==> config.mk <==
export PLATFORM = sky130hd
export DESIGN_NAME = encoder_rpm_moving_average
export DESIGN_NICKNAME = d
export VERILOG_FILES = /design/src/hw/rtl/erma_pkg.sv /design/src/hw/rtl/erma_div.sv /design/src/hw/rtl/erma_ring.sv /design/src/hw/rtl/encoder_rpm_moving_average.sv
export VERILOG_INCLUDE_DIRS = /design/src /design/src/hw/rtl
export SDC_FILE = /design/constraint.sdc
export NUM_CORES = 2
export LEC_CHECK = 0
export BUFFER_PORTS_ARGS = -buffer_cell sky130_fd_sc_hd__buf_2
export CAP_MARGIN = 20
export CORE_MARGIN = 2
export CORE_UTILIZATION = 55
export CTS_BUF_LIST = sky130_fd_sc_hd__clkbuf_4 sky130_fd_sc_hd__clkbuf_8
export CTS_CLUSTER_SIZE = 14
export DETAILED_ROUTE_END_ITERATION = 10
export PLACE_DENSITY = 0.71
export SETUP_SLACK_MARGIN = 0.3
export SKIP_CTS_REPAIR_TIMING = 1
export SYNTH_ARGS = -nofsm -noshare
export SYNTH_HDL_FRONTEND = slang
export SYNTH_HIERARCHICAL = 1
export SYNTH_SLANG_ARGS = --single-unit
==> constraint.sdc <==
create_clock -name clk -period 12.52 [get_ports clk]
set_clock_uncertainty 0.2 [all_clocks]
set_input_delay 2.504 -clock clk [delete_from_list [all_inputs] [get_ports clk]]
set_output_delay 2.504 -clock clk [all_outputs]
set_load 0.03 [all_outputs]
==> src/hw/rtl/assert_macros.svh <==
// Assertion helpers shared by the RTL.
// ASSERT_CLK is checked outside reset only; ASSERT_ALWAYS is checked on every edge.
`ifndef ASSERT_MACROS_SVH
`define ASSERT_MACROS_SVH
`ifndef NO_ASSERTIONS
`define ASSERT_CLK(label, clk, rst_n, prop) \
    label: assert property (@(posedge clk) disable iff (!rst_n) (prop)) \
        else $error("assertion failed");
`define ASSERT_ALWAYS(label, clk, prop) \
    label: assert property (@(posedge clk) (prop)) \
        else $error("assertion failed");
`else
`define ASSERT_CLK(label, clk, rst_n, prop)
`define ASSERT_ALWAYS(label, clk, prop)
`endif
`endif

==> src/hw/rtl/erma_pkg.sv <==
`timescale 1ns / 1ps
`default_nettype none

package erma_pkg;

    localparam int SPEED_W   = 24;
    localparam int DT_W      = 16;
    localparam int CFG_W     = 16;
    localparam int CFG_IDX_W = 1;
    localparam int COUNT_W   = 32;
    localparam int NUM_W     = 56;
    localparam int DEN_W     = 32;
    localparam int QUOT_W    = 24;
    localparam int STEP_W    = 5;

    // 60000 ms per minute times 256 for Q16.8
    localparam logic [31:0] RPM_SCALE = 32'd15360000;
    localparam logic [SPEED_W-1:0] PRIME_THRESH = 24'd128;

    localparam logic [CFG_W-1:0] EPR_RESET  = 16'd20;
    localparam logic [CFG_W-1:0] GEAR_RESET = 16'd256;

    localparam logic [CFG_IDX_W-1:0] CFG_EDGES_PER_REV = 1'b0;
    localparam logic [CFG_IDX_W-1:0] CFG_GEAR_RATIO    = 1'b1;

    localparam logic CMD_EDGE    = 1'b0;
    localparam logic CMD_SERVICE = 1'b1;

    typedef struct packed {
        logic done;
        logic sat;
    } div_stat_t;

endpackage

`default_nettype wire

==> src/hw/rtl/erma_div.sv <==
`timescale 1ns / 1ps
`default_nettype none

`include "assert_macros.svh"

// Restoring divider, one quotient bit per cycle. Quotients that do not fit
// in QUOT_W bits (including a zero divisor) saturate without stepping.
module erma_div
(
    input  wire logic                           clk,
    input  wire logic                           rst_n,
    input  wire logic                           start,
    input  wire logic [erma_pkg::NUM_W-1:0]     num,
    input  wire logic [erma_pkg::DEN_W-1:0]     den,
    output logic      [erma_pkg::QUOT_W-1:0]    quot,
    output erma_pkg::div_stat_t                 stat
);

    localparam int QW = erma_pkg::QUOT_W;
    localparam int DW = erma_pkg::DEN_W;

    logic [DW-1:0]                  rem_reg;
    logic [QW-1:0]                  low_reg;
    logic [DW-1:0]                  den_reg;
    logic [erma_pkg::STEP_W-1:0]    step_reg;
    logic                           busy_reg;
    logic                           done_reg;
    logic                           sat_reg;

    logic [DW:0]                    trial;
    logic                           ge;
    logic [DW:0]                    diff;
    logic [DW-1:0]                  rem_next;
    logic                           ovf;

    always_comb
    begin
        trial    = {rem_reg, low_reg[QW-1]};
        ge       = trial >= {1'b0, den_reg};
        diff     = trial - {1'b0, den_reg};
        rem_next = ge ? diff[DW-1:0] : trial[DW-1:0];
        ovf      = num[erma_pkg::NUM_W-1:QW] >= den;
    end

    always_ff @(posedge clk or negedge rst_n)
    begin
        if (!rst_n)
        begin
            busy_reg <= 1'b0;
            done_reg <= 1'b0;
            step_reg <= '0;
        end
        else
        begin
            if (start)
            begin
                step_reg <= '0;
                busy_reg <= !ovf;
                done_reg <= ovf;
            end
            else if (busy_reg)
            begin
                step_reg <= step_reg + erma_pkg::STEP_W'(1);
                busy_reg <= step_reg != erma_pkg::STEP_W'(QW - 1);
                done_reg <= step_reg == erma_pkg::STEP_W'(QW - 1);
            end
            else
            begin
                done_reg <= 1'b0;
            end
        end
    end

    always_ff @(posedge clk)
    begin
        if (start)
        begin
            rem_reg <= num[erma_pkg::NUM_W-1:QW];
            low_reg <= ovf ? '1 : num[QW-1:0];
            den_reg <= den;
            sat_reg <= ovf;
        end
        else if (busy_reg)
        begin
            rem_reg <= rem_next;
            low_reg <= {low_reg[QW-2:0], ge};
        end
    end

    assign quot      = low_reg;
    assign stat.done = done_reg;
    assign stat.sat  = sat_reg;

    `ASSERT_CLK(a_no_restart, clk, rst_n, start |-> !busy_reg)
    `ASSERT_CLK(a_ovf_fast, clk, rst_n, start && ovf |=> done_reg && sat_reg && low_reg == '1)
    `ASSERT_CLK(a_done_pulse, clk, rst_n, done_reg |=> !done_reg)

endmodule

`default_nettype wire

==> src/hw/rtl/erma_ring.sv <==
`timescale 1ns / 1ps
`default_nettype none

// Speed history. Entries never written read as zero.
module erma_ring
#(
    parameter int RING_DEPTH = 10,
    parameter int POS_W      = (RING_DEPTH > 1) ? $clog2(RING_DEPTH) : 1
)
(
    input  wire logic                           clk,
    input  wire logic                           rst_n,
    input  wire logic                           wr_en,
    input  wire logic [POS_W-1:0]               wr_addr,
    input  wire logic [erma_pkg::SPEED_W-1:0]   wr_data,
    input  wire logic                           rd_en,
    input  wire logic [POS_W-1:0]               rd_addr,
    output logic      [erma_pkg::SPEED_W-1:0]   rd_data
);

    logic [erma_pkg::SPEED_W-1:0]   mem [RING_DEPTH];
    logic [RING_DEPTH-1:0]          valid_reg;
    logic [erma_pkg::SPEED_W-1:0]   data_reg;
    logic                           hit_reg;

    always_ff @(posedge clk)
    begin
        if (wr_en)
        begin
            mem[wr_addr] <= wr_data;
        end
        if (rd_en)
        begin
            data_reg <= mem[rd_addr];
        end
    end

    always_ff @(posedge clk or negedge rst_n)
    begin
        if (!rst_n)
        begin
            valid_reg <= '0;
            hit_reg   <= 1'b0;
        end
        else
        begin
            if (wr_en)
            begin
                valid_reg[wr_addr] <= 1'b1;
            end
            if (rd_en)
            begin
                hit_reg <= valid_reg[rd_addr];
            end
        end
    end

    assign rd_data = hit_reg ? data_reg : '0;

endmodule

`default_nettype wire

==> src/hw/rtl/encoder_rpm_moving_average.sv <==
`timescale 1ns / 1ps
`default_nettype none

`include "assert_macros.svh"

// Quadrature encoder speed meter with a moving average. An edge item
// (command 0) steps a signed 32-bit tick count by -1 when enc_b differs from
// enc_a and +1 otherwise, and gives no result. A service item (command 1)
// takes and clears the tick count, forms the speed as |ticks| * 60000 *
// 256 / (edges_per_rev * dt_ms) in unsigned Q16.8, stores it in a ring of
// RING_DEPTH samples and returns the ring average divided by the Q8.8 gear
// ratio. Both quotients go through one shared restoring divider at one bit
// per cycle, one after the other. The first speed above 0.5 rpm is written
// into every slot, so the whole ring is filled with it, and a finished
// result waits for the previous one to leave the output register. A
// quotient that would not fit 24 bits, or a zero divisor, skips the
// division steps, comes out as 0xFFFFFF and sets saturated. in_stall is
// high for the whole of a service item; one finished item may wait in the
// output register while new edge items are taken. Configuration
// (edges_per_rev at index 0, gear_ratio_q8 at index 1) is always ready;
// the user must write it only while idle; the block does not enforce it.
module encoder_rpm_moving_average
#(
    parameter int RING_DEPTH = 10
)
(
    input  wire logic                               clk,
    input  wire logic                               rst_n,

    input  wire logic                               in_valid,
    output logic                                    in_stall,
    input  wire logic                               command,
    input  wire logic                               enc_a,
    input  wire logic                               enc_b,
    input  wire logic [erma_pkg::DT_W-1:0]          dt_ms,

    output logic                                    out_valid,
    input  wire logic                               out_stall,
    output logic      [erma_pkg::SPEED_W-1:0]       rpm_avg,
    output logic                                    saturated,

    input  wire logic                               cfg_valid,
    output logic                                    cfg_ready,
    input  wire logic [erma_pkg::CFG_IDX_W-1:0]     cfg_index,
    input  wire logic [erma_pkg::CFG_W-1:0]         cfg_data
);

    localparam int POS_W = (RING_DEPTH > 1) ? $clog2(RING_DEPTH) : 1;
    // ring sum never exceeds RING_DEPTH full-scale speeds
    localparam int SUM_W = erma_pkg::SPEED_W + POS_W;
    localparam int SW    = erma_pkg::SPEED_W;
    localparam int CW    = erma_pkg::COUNT_W;
    localparam int NW    = erma_pkg::NUM_W;
    localparam int DW    = erma_pkg::DEN_W;

    typedef enum logic [8:0] {
        S_IDLE  = 9'b000000001,
        S_MUL   = 9'b000000010,
        S_DIV1  = 9'b000000100,
        S_RD    = 9'b000001000,
        S_FILL  = 9'b000010000,
        S_UPD   = 9'b000100000,
        S_PREP2 = 9'b001000000,
        S_DIV2  = 9'b010000000,
        S_OUT   = 9'b100000000
    } state_t;

    state_t                         state_reg;
    state_t                         state_next;

    // control state
    logic [CW-1:0]                  edge_count_reg;
    logic [POS_W-1:0]               pos_reg;
    logic [POS_W-1:0]               fill_idx_reg;
    logic                           primed_reg;
    logic [SUM_W-1:0]               sum_reg;
    logic                           div_start_reg;
    logic                           out_valid_reg;
    logic [erma_pkg::CFG_W-1:0]     epr_reg;
    logic [erma_pkg::CFG_W-1:0]     gear_reg;

    // payload
    logic [CW-1:0]                  mag_reg;
    logic [erma_pkg::DT_W-1:0]      dt_reg;
    logic [NW-1:0]                  num_reg;
    logic [DW-1:0]                  den_reg;
    logic [SW-1:0]                  speed_reg;
    logic [SW-1:0]                  res_reg;
    logic                           sat_reg;
    logic [SW-1:0]                  rpm_avg_reg;
    logic                           saturated_reg;

    logic                           in_accept;
    logic                           svc_accept;
    logic                           out_load;
    logic                           prime_hit;
    logic                           fill_last;
    logic [POS_W-1:0]               pos_adv;
    logic [CW-1:0]                  count_abs;
    logic [CW-1:0]                  count_step;

    logic [erma_pkg::QUOT_W-1:0]    div_quot;
    erma_pkg::div_stat_t            div_stat;

    logic                           ring_wr_en;
    logic [POS_W-1:0]               ring_wr_addr;
    logic                           ring_rd_en;
    logic [SW-1:0]                  ring_old;

    always_comb
    begin
        in_accept  = in_valid && !in_stall;
        svc_accept = in_accept && command == erma_pkg::CMD_SERVICE;
        out_load   = !out_valid_reg || !out_stall;
        prime_hit  = !primed_reg && (speed_reg > erma_pkg::PRIME_THRESH);
        fill_last  = fill_idx_reg == POS_W'(RING_DEPTH - 1);
        pos_adv    = (pos_reg == POS_W'(RING_DEPTH - 1)) ? '0 : pos_reg + POS_W'(1);
        // magnitude of the most negative count is 2^31, which still fits
        count_abs  = edge_count_reg[CW-1] ? (~edge_count_reg + CW'(1)) : edge_count_reg;
        count_step = (enc_a != enc_b) ? {CW{1'b1}} : CW'(1);
    end

    always_comb
    begin
        state_next = state_reg;
        unique case (state_reg)
            S_IDLE:
            begin
                if (svc_accept)
                begin
                    state_next = S_MUL;
                end
            end
            S_MUL:
            begin
                state_next = S_DIV1;
            end
            S_DIV1:
            begin
                if (div_stat.done)
                begin
                    state_next = S_RD;
                end
            end
            S_RD:
            begin
                state_next = prime_hit ? S_FILL : S_UPD;
            end
            S_FILL:
            begin
                if (fill_last)
                begin
                    state_next = S_PREP2;
                end
            end
            S_UPD:
            begin
                state_next = S_PREP2;
            end
            S_PREP2:
            begin
                state_next = S_DIV2;
            end
            S_DIV2:
            begin
                if (div_stat.done)
                begin
                    state_next = S_OUT;
                end
            end
            S_OUT:
            begin
                if (out_load)
                begin
                    state_next = S_IDLE;
                end
            end
            default:
            begin
                state_next = S_IDLE;
            end
        endcase
    end

    always_ff @(posedge clk or negedge rst_n)
    begin
        if (!rst_n)
        begin
            state_reg      <= S_IDLE;
            edge_count_reg <= '0;
            pos_reg        <= '0;
            fill_idx_reg   <= '0;
            primed_reg     <= 1'b0;
            sum_reg        <= '0;
            div_start_reg  <= 1'b0;
            out_valid_reg  <= 1'b0;
            epr_reg        <= erma_pkg::EPR_RESET;
            gear_reg       <= erma_pkg::GEAR_RESET;
        end
        else
        begin
            state_reg     <= state_next;
            // divider start is registered from S_MUL or S_PREP2, so it rises with the operands loaded there
            div_start_reg <= (state_reg == S_MUL) || (state_reg == S_PREP2);

            if (cfg_valid && cfg_ready)
            begin
                unique case (cfg_index)
                    erma_pkg::CFG_EDGES_PER_REV: epr_reg  <= cfg_data;
                    erma_pkg::CFG_GEAR_RATIO:    gear_reg <= cfg_data;
                endcase
            end

            if (state_reg == S_OUT && out_load)
            begin
                out_valid_reg <= 1'b1;
            end
            else if (out_valid_reg && !out_stall)
            begin
                out_valid_reg <= 1'b0;
            end

            unique case (state_reg)
                S_IDLE:
                begin
                    if (in_accept)
                    begin
                        if (command == erma_pkg::CMD_EDGE)
                        begin
                            edge_count_reg <= edge_count_reg + count_step;
                        end
                        else
                        begin
                            edge_count_reg <= '0;
                        end
                    end
                end
                S_FILL:
                begin
                    // first real speed: every slot holds it, sum follows
                    fill_idx_reg <= fill_last ? '0 : fill_idx_reg + POS_W'(1);
                    if (fill_last)
                    begin
                        sum_reg    <= SUM_W'(speed_reg) * SUM_W'(RING_DEPTH);
                        primed_reg <= 1'b1;
                        pos_reg    <= pos_adv;
                    end
                end
                S_UPD:
                begin
                    // running sum: drop the overwritten sample, add the new one
                    sum_reg <= sum_reg - SUM_W'(ring_old) + SUM_W'(speed_reg);
                    pos_reg <= pos_adv;
                end
                default:
                begin
                end
            endcase
        end
    end

    always_ff @(posedge clk)
    begin
        unique case (state_reg)
            S_IDLE:
            begin
                if (svc_accept)
                begin
                    mag_reg <= count_abs;
                    dt_reg  <= dt_ms;
                end
            end
            S_MUL:
            begin
                num_reg <= NW'(mag_reg) * NW'(erma_pkg::RPM_SCALE);
                den_reg <= DW'(epr_reg) * DW'(dt_reg);
                sat_reg <= 1'b0;
            end
            S_DIV1:
            begin
                if (div_stat.done)
                begin
                    speed_reg <= div_quot;
                    sat_reg   <= div_stat.sat;
                end
            end
            S_PREP2:
            begin
                // average and gear ratio as one quotient: sum * 256 / (depth * gear)
                num_reg <= NW'({sum_reg, 8'h00});
                den_reg <= DW'(gear_reg) * DW'(RING_DEPTH);
            end
            S_DIV2:
            begin
                if (div_stat.done)
                begin
                    res_reg <= div_quot;
                    sat_reg <= sat_reg | div_stat.sat;
                end
            end
            S_OUT:
            begin
                if (out_load)
                begin
                    rpm_avg_reg   <= res_reg;
                    saturated_reg <= sat_reg;
                end
            end
            default:
            begin
            end
        endcase
    end

    always_comb
    begin
        ring_wr_en   = (state_reg == S_FILL) || (state_reg == S_UPD);
        ring_wr_addr = (state_reg == S_FILL) ? fill_idx_reg : pos_reg;
        ring_rd_en   = state_reg == S_RD;
    end

    erma_div u_div
    (
        .clk   (clk),
        .rst_n (rst_n),
        .start (div_start_reg),
        .num   (num_reg),
        .den   (den_reg),
        .quot  (div_quot),
        .stat  (div_stat)
    );

    erma_ring
    #(
        .RING_DEPTH (RING_DEPTH),
        .POS_W      (POS_W)
    )
    u_ring
    (
        .clk     (clk),
        .rst_n   (rst_n),
        .wr_en   (ring_wr_en),
        .wr_addr (ring_wr_addr),
        .wr_data (speed_reg),
        .rd_en   (ring_rd_en),
        .rd_addr (pos_reg),
        .rd_data (ring_old)
    );

    assign in_stall  = state_reg != S_IDLE;
    assign out_valid = out_valid_reg;
    assign rpm_avg   = rpm_avg_reg;
    assign saturated = saturated_reg;
    assign cfg_ready = 1'b1;

    `ASSERT_ALWAYS(a_pos_range, clk, pos_reg <= POS_W'(RING_DEPTH - 1))
    `ASSERT_CLK(a_count_clear, clk, rst_n, svc_accept |=> edge_count_reg == '0)
    `ASSERT_CLK(a_div_owner, clk, rst_n, div_stat.done |-> state_reg == S_DIV1 || state_reg == S_DIV2)
    `ASSERT_CLK(a_primed_sticky, clk, rst_n, primed_reg |=> primed_reg)

endmodule

`default_nettype wire

# --- After elaboration in Yosys (flattened, before gate mapping) ---
# Memories as Yosys holds them, arrays and structs flattened. A register that Yosys moved wholly into a read port is not among the register bits.
# Cells that the tools add are included.
word_totals:
  n_memories: 1
  ff_bits: 429
  ram_bits: 240
  out_inout_bits: 28
mem_list:
  columns: ["memory", "depth", "width", "rd", "rd_ports_with_merged_regs", "wr", "line", "source"]
  rows:
  - ["u_ring.mem", 10, 24, 1, 1, 1, "erma_ring.sv:21", "logic [erma_pkg::SPEED_W-1:0] mem [RING_DEPTH];"]
op_classes:
  bitwise_logic: 4
  add_sub_neg: 8
  muxes: 43
  n_reduce_logical: 30
  n_lt_le_gt_ge: 6
  mul: 4
  eq_ne: 20
ops:
  columns: ["cell", "count"]
  rows:
  - ["$mux W32", 5]
  - ["$pmux W56 S2", 1]
  - ["$mux W24", 4]
  - ["$pmux W9 S9", 1]
  - ["$pmux W32 S2", 1]
  - ["$pmux W28 S2", 1]
  - ["$mux W9", 5]
  - ["$mul A32 B11 Y43 const B", 1]
  - ["$ge A33 B32 Y1", 1]
  - ["$add A32 B1 Y32 const B", 1]
  - ["$add A32 B32 Y32", 1]
  - ["$ge A32 B32 Y1", 1]
  - ["$mul A16 B16 Y32", 1]
  - ["$not A32 Y32", 1]
  - ["$sub A32 B32 Y32", 1]
  - ["$mux W31", 1]
  - ["$add A28 B24 Y28", 1]
  - ["$mux W28", 1]
  - ["$sub A28 B24 Y28", 1]
  - ["$mul A24 B3 Y27 const B", 1]
  - ["$gt A24 B8 Y1 const B", 1]
  - ["$mul A16 B3 Y19 const B", 1]
  - ["$reduce_and A2 Y1", 9]
  - ["$mux W4", 4]
  - ["other kinds (37)", 69]

# --- Logic depth before layout (Yosys ltp) ---
depth:
  ltp_word: 7
  mapped_depth: 24

# --- Cells and area by module ---
# The synthesis kept the hierarchy.
by_module_without_submodules:
  columns: ["module", "n_inst", "seq_area_each_um2", "area_per_inst_um2", "cells_per_inst"]
  rows:
  - ["encoder_rpm_moving_average", 1, 8873.5, 32776.4, 3352]
  - ["erma_ring", 1, 8202.9, 10553.9, 511]
  - ["erma_div", 1, 2847.7, 6789.0, 713]

# --- Worst setup path before layout ---
# No wires, ideal clock.
synth_timing:
  path_type: "register to register"
  startpoint: "register state_reg[5]"
  endpoint: "register div_start_reg"
  setup_ns: 0.905
  stages_incl_launch_ff: 4
  n_path_buf: 0
  t_required_ns: 11.415
  arrival_ns: 8.474
  path_slack_ns: 2.941
  cell_sequence: "dfrtp_1 > nor3_1 > nand2_1 > nor4_1"
synth_via:
  elab_chain_len: 2
  elab_cells_between_ends: 3
  cone_classes: "eq/ne: 2; reduce/logical: 1"
synth_lines:
  columns: ["element", "line", "source"]
  rows:
  - ["from (decl)", "encoder_rpm_moving_average.sv:68", "state_t state_reg;"]
  - ["from (signal assigned)", "encoder_rpm_moving_average.sv:202", "state_reg <= state_next;"]
  - ["$eq A9 B2 Y1 / $eq A9 B7 Y1 (equally long branches)", "encoder_rpm_moving_average.sv:204", "div_start_reg <= (state_reg == S_MUL) || (state_reg == S_PREP2);"]
  - ["$logic_or A1 B1 Y1 *", "encoder_rpm_moving_average.sv:204", null]
  - ["to (signal assigned)", "encoder_rpm_moving_average.sv:204", null]
  - ["to (decl)", "encoder_rpm_moving_average.sv:77", "logic div_start_reg;"]
# Mark *: on every way between the ends. The rest lies on a longest branch, timed or not.
# A chain may end at the register's enable or synchronous reset.

==> summary.txt <==
Status
  • Outcome: finished clean

Synth
  • Yosys warning total: 6
  • Cell accounting for the most synthesized area: edfxtp_1
  • Predominant post-synthesis flop cell: edfxtp_1
  • Instance count of the mapped netlist: around 4600
  • FF+latch count, synth: a little under 700
  • Sequential share of the synthesized area: 39.75%
  • Number of different library cells in the post-synthesis netlist: approximately 110
  • Top cells by area in the synthesized netlist: edfxtp_1 (33%), fa_1 (14%), ha_1 (10%), dfrtp_1 (6.3%), inv_1 (5.4%)
  • Share of flip-flops with an asynchronous set or reset after synthesis: 18.98%
  • Post-synth top area share: between 30% and 40%
  • Mapped Avg Cell Area: 10.95 sq um
  • Number of enable flip-flop cells after synthesis: 555
  • Cell area after technology mapping: 0.05012 sq mm

Clocking
  • Insertion delay to the later sink of the worst-skew pair: around 0.79 ns
  • Clock net sink count: approximately 700
  • Clock tree from TritonCTS: done
  • Number of buffers inserted during clock tree synthesis: 113
  • Number of buffers on the longest clock path: 3
  • Clock root buffer: clkbuf_8
  • CTS H-Tree Depth: 3
  • Clock edge transition at the registers on the reported setup and hold paths: 0.06 ns

Timing
  • Final sum of negative setup slack: 0 ns
  • RSZ-0062 raised after global routing: no
  • Worst hold margin: 0.2104 ns
  • Number of failing hold endpoints at the final stage: 0
  • Relative slew margins: 29.85%
  • Fmax: ~140 MHz
  • Final Setup Violations: 0
  • Slew at the pin closest to its max-slew limit: about 1.0 ns
  • Slew Viols, Final: 0
  • Portion of the clock cycle consumed by the worst path in the final layout: a little under three fifths
  • Time the final worst path needs with I/O delays and setup: about 7.2 ns

Final layout
  • Share of final-layout standard cells stronger than drive strength 1: 9.497%
  • Commonest non-fill, non-tap cell in the layout: inv_1
  • Signed area change from the synthesized netlist to the final layout: 7.844%
  • Final net count: between 5000 and 6000
  • Number of flip-flops in the largest register: 240
  • Post-layout instance count excluding filler cells: 5930
  • Most used cells in the layout excluding fill and tap cells: inv_1 (724), edfxtp_1 (555), ha_1 (409), nand2_1 (390), fa_1 (363)
  • Post-Layout Inst Area: roughly 0.054 sq mm

Routing
  • Total via count in the routed design: between 30000 and 40000
  • Detail-routed via count per cell: roughly 5.7
  • Number of iterations in the first detailed-routing pass: 8
  • Starting DRC count in detailed routing: between 2000 and 2500
  • Total wirelength of the detailed-routed design: 119000 um
  • Final ANT Viol Nets: 0
  • Number of DRC violations after detailed routing: 0
  • Routed length per instance: roughly 20 um

Worst hold path
  • Class of the tightest hold or removal check: reg2reg

Worst setup path
  • Crit path kind: reg2reg
  • Startpoint class of the critical path: flop
  • Data arrival at the endpoint of the critical path: approximately 7.4 ns
  • Critical path endpoint category: flop
  • Critical Path RT: around 13 ns
  • Maximum fanout encountered on the critical timing path: 17

GRT
  • Pin count of the biggest net entering global routing: 80
  • Overall fraction of global-route tracks in use: roughly a quarter
  • Global route overflow: 0
  • Antenna violations before repair: 4
  • Number of global-route vias before repair: around 34000
  • First-pass GRT wire length: around 190000 um

Floorplan
  • Top-level I/O count: 69
  • Width of the die: 305.9 um
  • Core area: 0.09015 sq mm
  • Initial Util: 55.60%
  • DIE HEIGHT: ~300 um
  • Standard-cell row count: 110
  • Die area: 0.09356 sq mm

Placed design
  • Buffers on Ports: 67
  • Detailed Place HPWL: about 86000 um
  • Area after DPL: about 0.052 sq mm
  • Final estimated routing congestion in global placement: 0.9340
  • Number of placed cells counting well taps: around 5700

Flow run
  • Number of violations of the max-capacitance limit: 0
[per-layer routing]
| layer | routed length (um) | vias up | global-route usage (%) |
|---|---|---|---|
| met1 | 52900 | 16675 | 36.94 |
| li1 | - | 15890 | - |
| met3 | 8083 | 185 | 4.064 |
| met5 | 0 | - | 0 |
| met4 | 3777 | 0 | 8.661 |
| met2 | 54260 | 1108 | 41.22 |
[synth_stat cells (12+ instances only)]
master / instances
a211oi_1: 26
a21o_1: 124
a21oi_1: 219
a22oi_1: 27
a31oi_1: 73
and2_1: 147
and3_1: 30
buf_2: 23
clkbuf_1: 104
dfrtp_1: 126
edfxtp_1: 555
fa_1: 363
ha_1: 409
inv_1: 724
mux2_2: 40
mux4_1: 21
mux4_2: 28
nand2_1: 390
nand2b_1: 45
nand3_1: 55
nand4_1: 25
nor2_1: 206
nor2b_1: 24
nor3_1: 45
nor4_1: 12
o211ai_1: 39
o21a_1: 22
o21ai_0: 166
o21bai_1: 19
o31ai_1: 20
or2_2: 20
or3_1: 19
xnor2_1: 116
xor2_1: 82
[per-stage QoR]
step	util (%)	setup WS, ns
after detailed placement	57.26	5.441
after floorplan	-	2.941
final	59.96	5.337
after global routing	59.95	4.979
after global placement	57.26	5.523
after CTS	59.94	5.362
[final cells by class]
| type | count | area (sq um) |
|---|---|---|
| diodes | 5 | 12.51 |
| flip-flops and latches | 685 | 19930 |
| well taps | 1176 | 1471 |
| fillers | 7361 | 36100 |
| repair buffers | 100 | 589.3 |
| clock buffers | 162 | 1973 |
| multi-input cells | 3024 | 26900 |
| clock inverters | 53 | 449.2 |
| inverters | 725 | 2721 |
[final timing paths]
path	from	end	slack, ns	cells past startpoint
min	sat_reg	saturated	0.21	0
max	epr_reg[5]	den_reg[29]	5.34	21
min in group asynchronous	rst_n	epr_reg[5]	1.59	1
max reg2reg	epr_reg[5]	den_reg[29]	5.34	21
min reg2reg	sat_reg	saturated	0.21	0
max in group asynchronous	rst_n	div_start_reg	9.06	2
[logic make-up after synthesis]
| group | count (synthesis) | synth area share [%] |
|---|---|---|
| buffers and inverters | 874 | 6.808 |
| other | 2 | 0.01498 |
| DFF | 685 | 39.75 |
| adders and majority gates | 772 | 24.71 |
| and+or+nand+nor | 1084 | 10.54 |
| muxes | 100 | 3.478 |
| xor gates and xnor gates | 198 | 3.460 |
| AOI/OAI and AO/OA | 861 | 11.24 |
[critical path, stage by stage (launching register included)]
cell and delay (ns):
dfrtp_1 0.64, and2_1 0.32, fa_1 0.53, inv_1 0.06
fa_1 0.57, fa_1 0.45, fa_1 0.49, inv_1 0.05
fa_1 0.53, inv_1 0.06, fa_1 0.55, inv_1 0.05
ha_1 0.36, nand4_1 0.13, nor3_1 0.06, o41ai_1 0.73
a211o_1 0.25, a31oi_1 0.14, o21ai_0 0.32, a31oi_1 0.15
xnor2_1 0.17, nor2_1 0.05
Power is not shown: default switching activity piles up to over one toggle a cycle in this logic, so the estimate is an artifact.
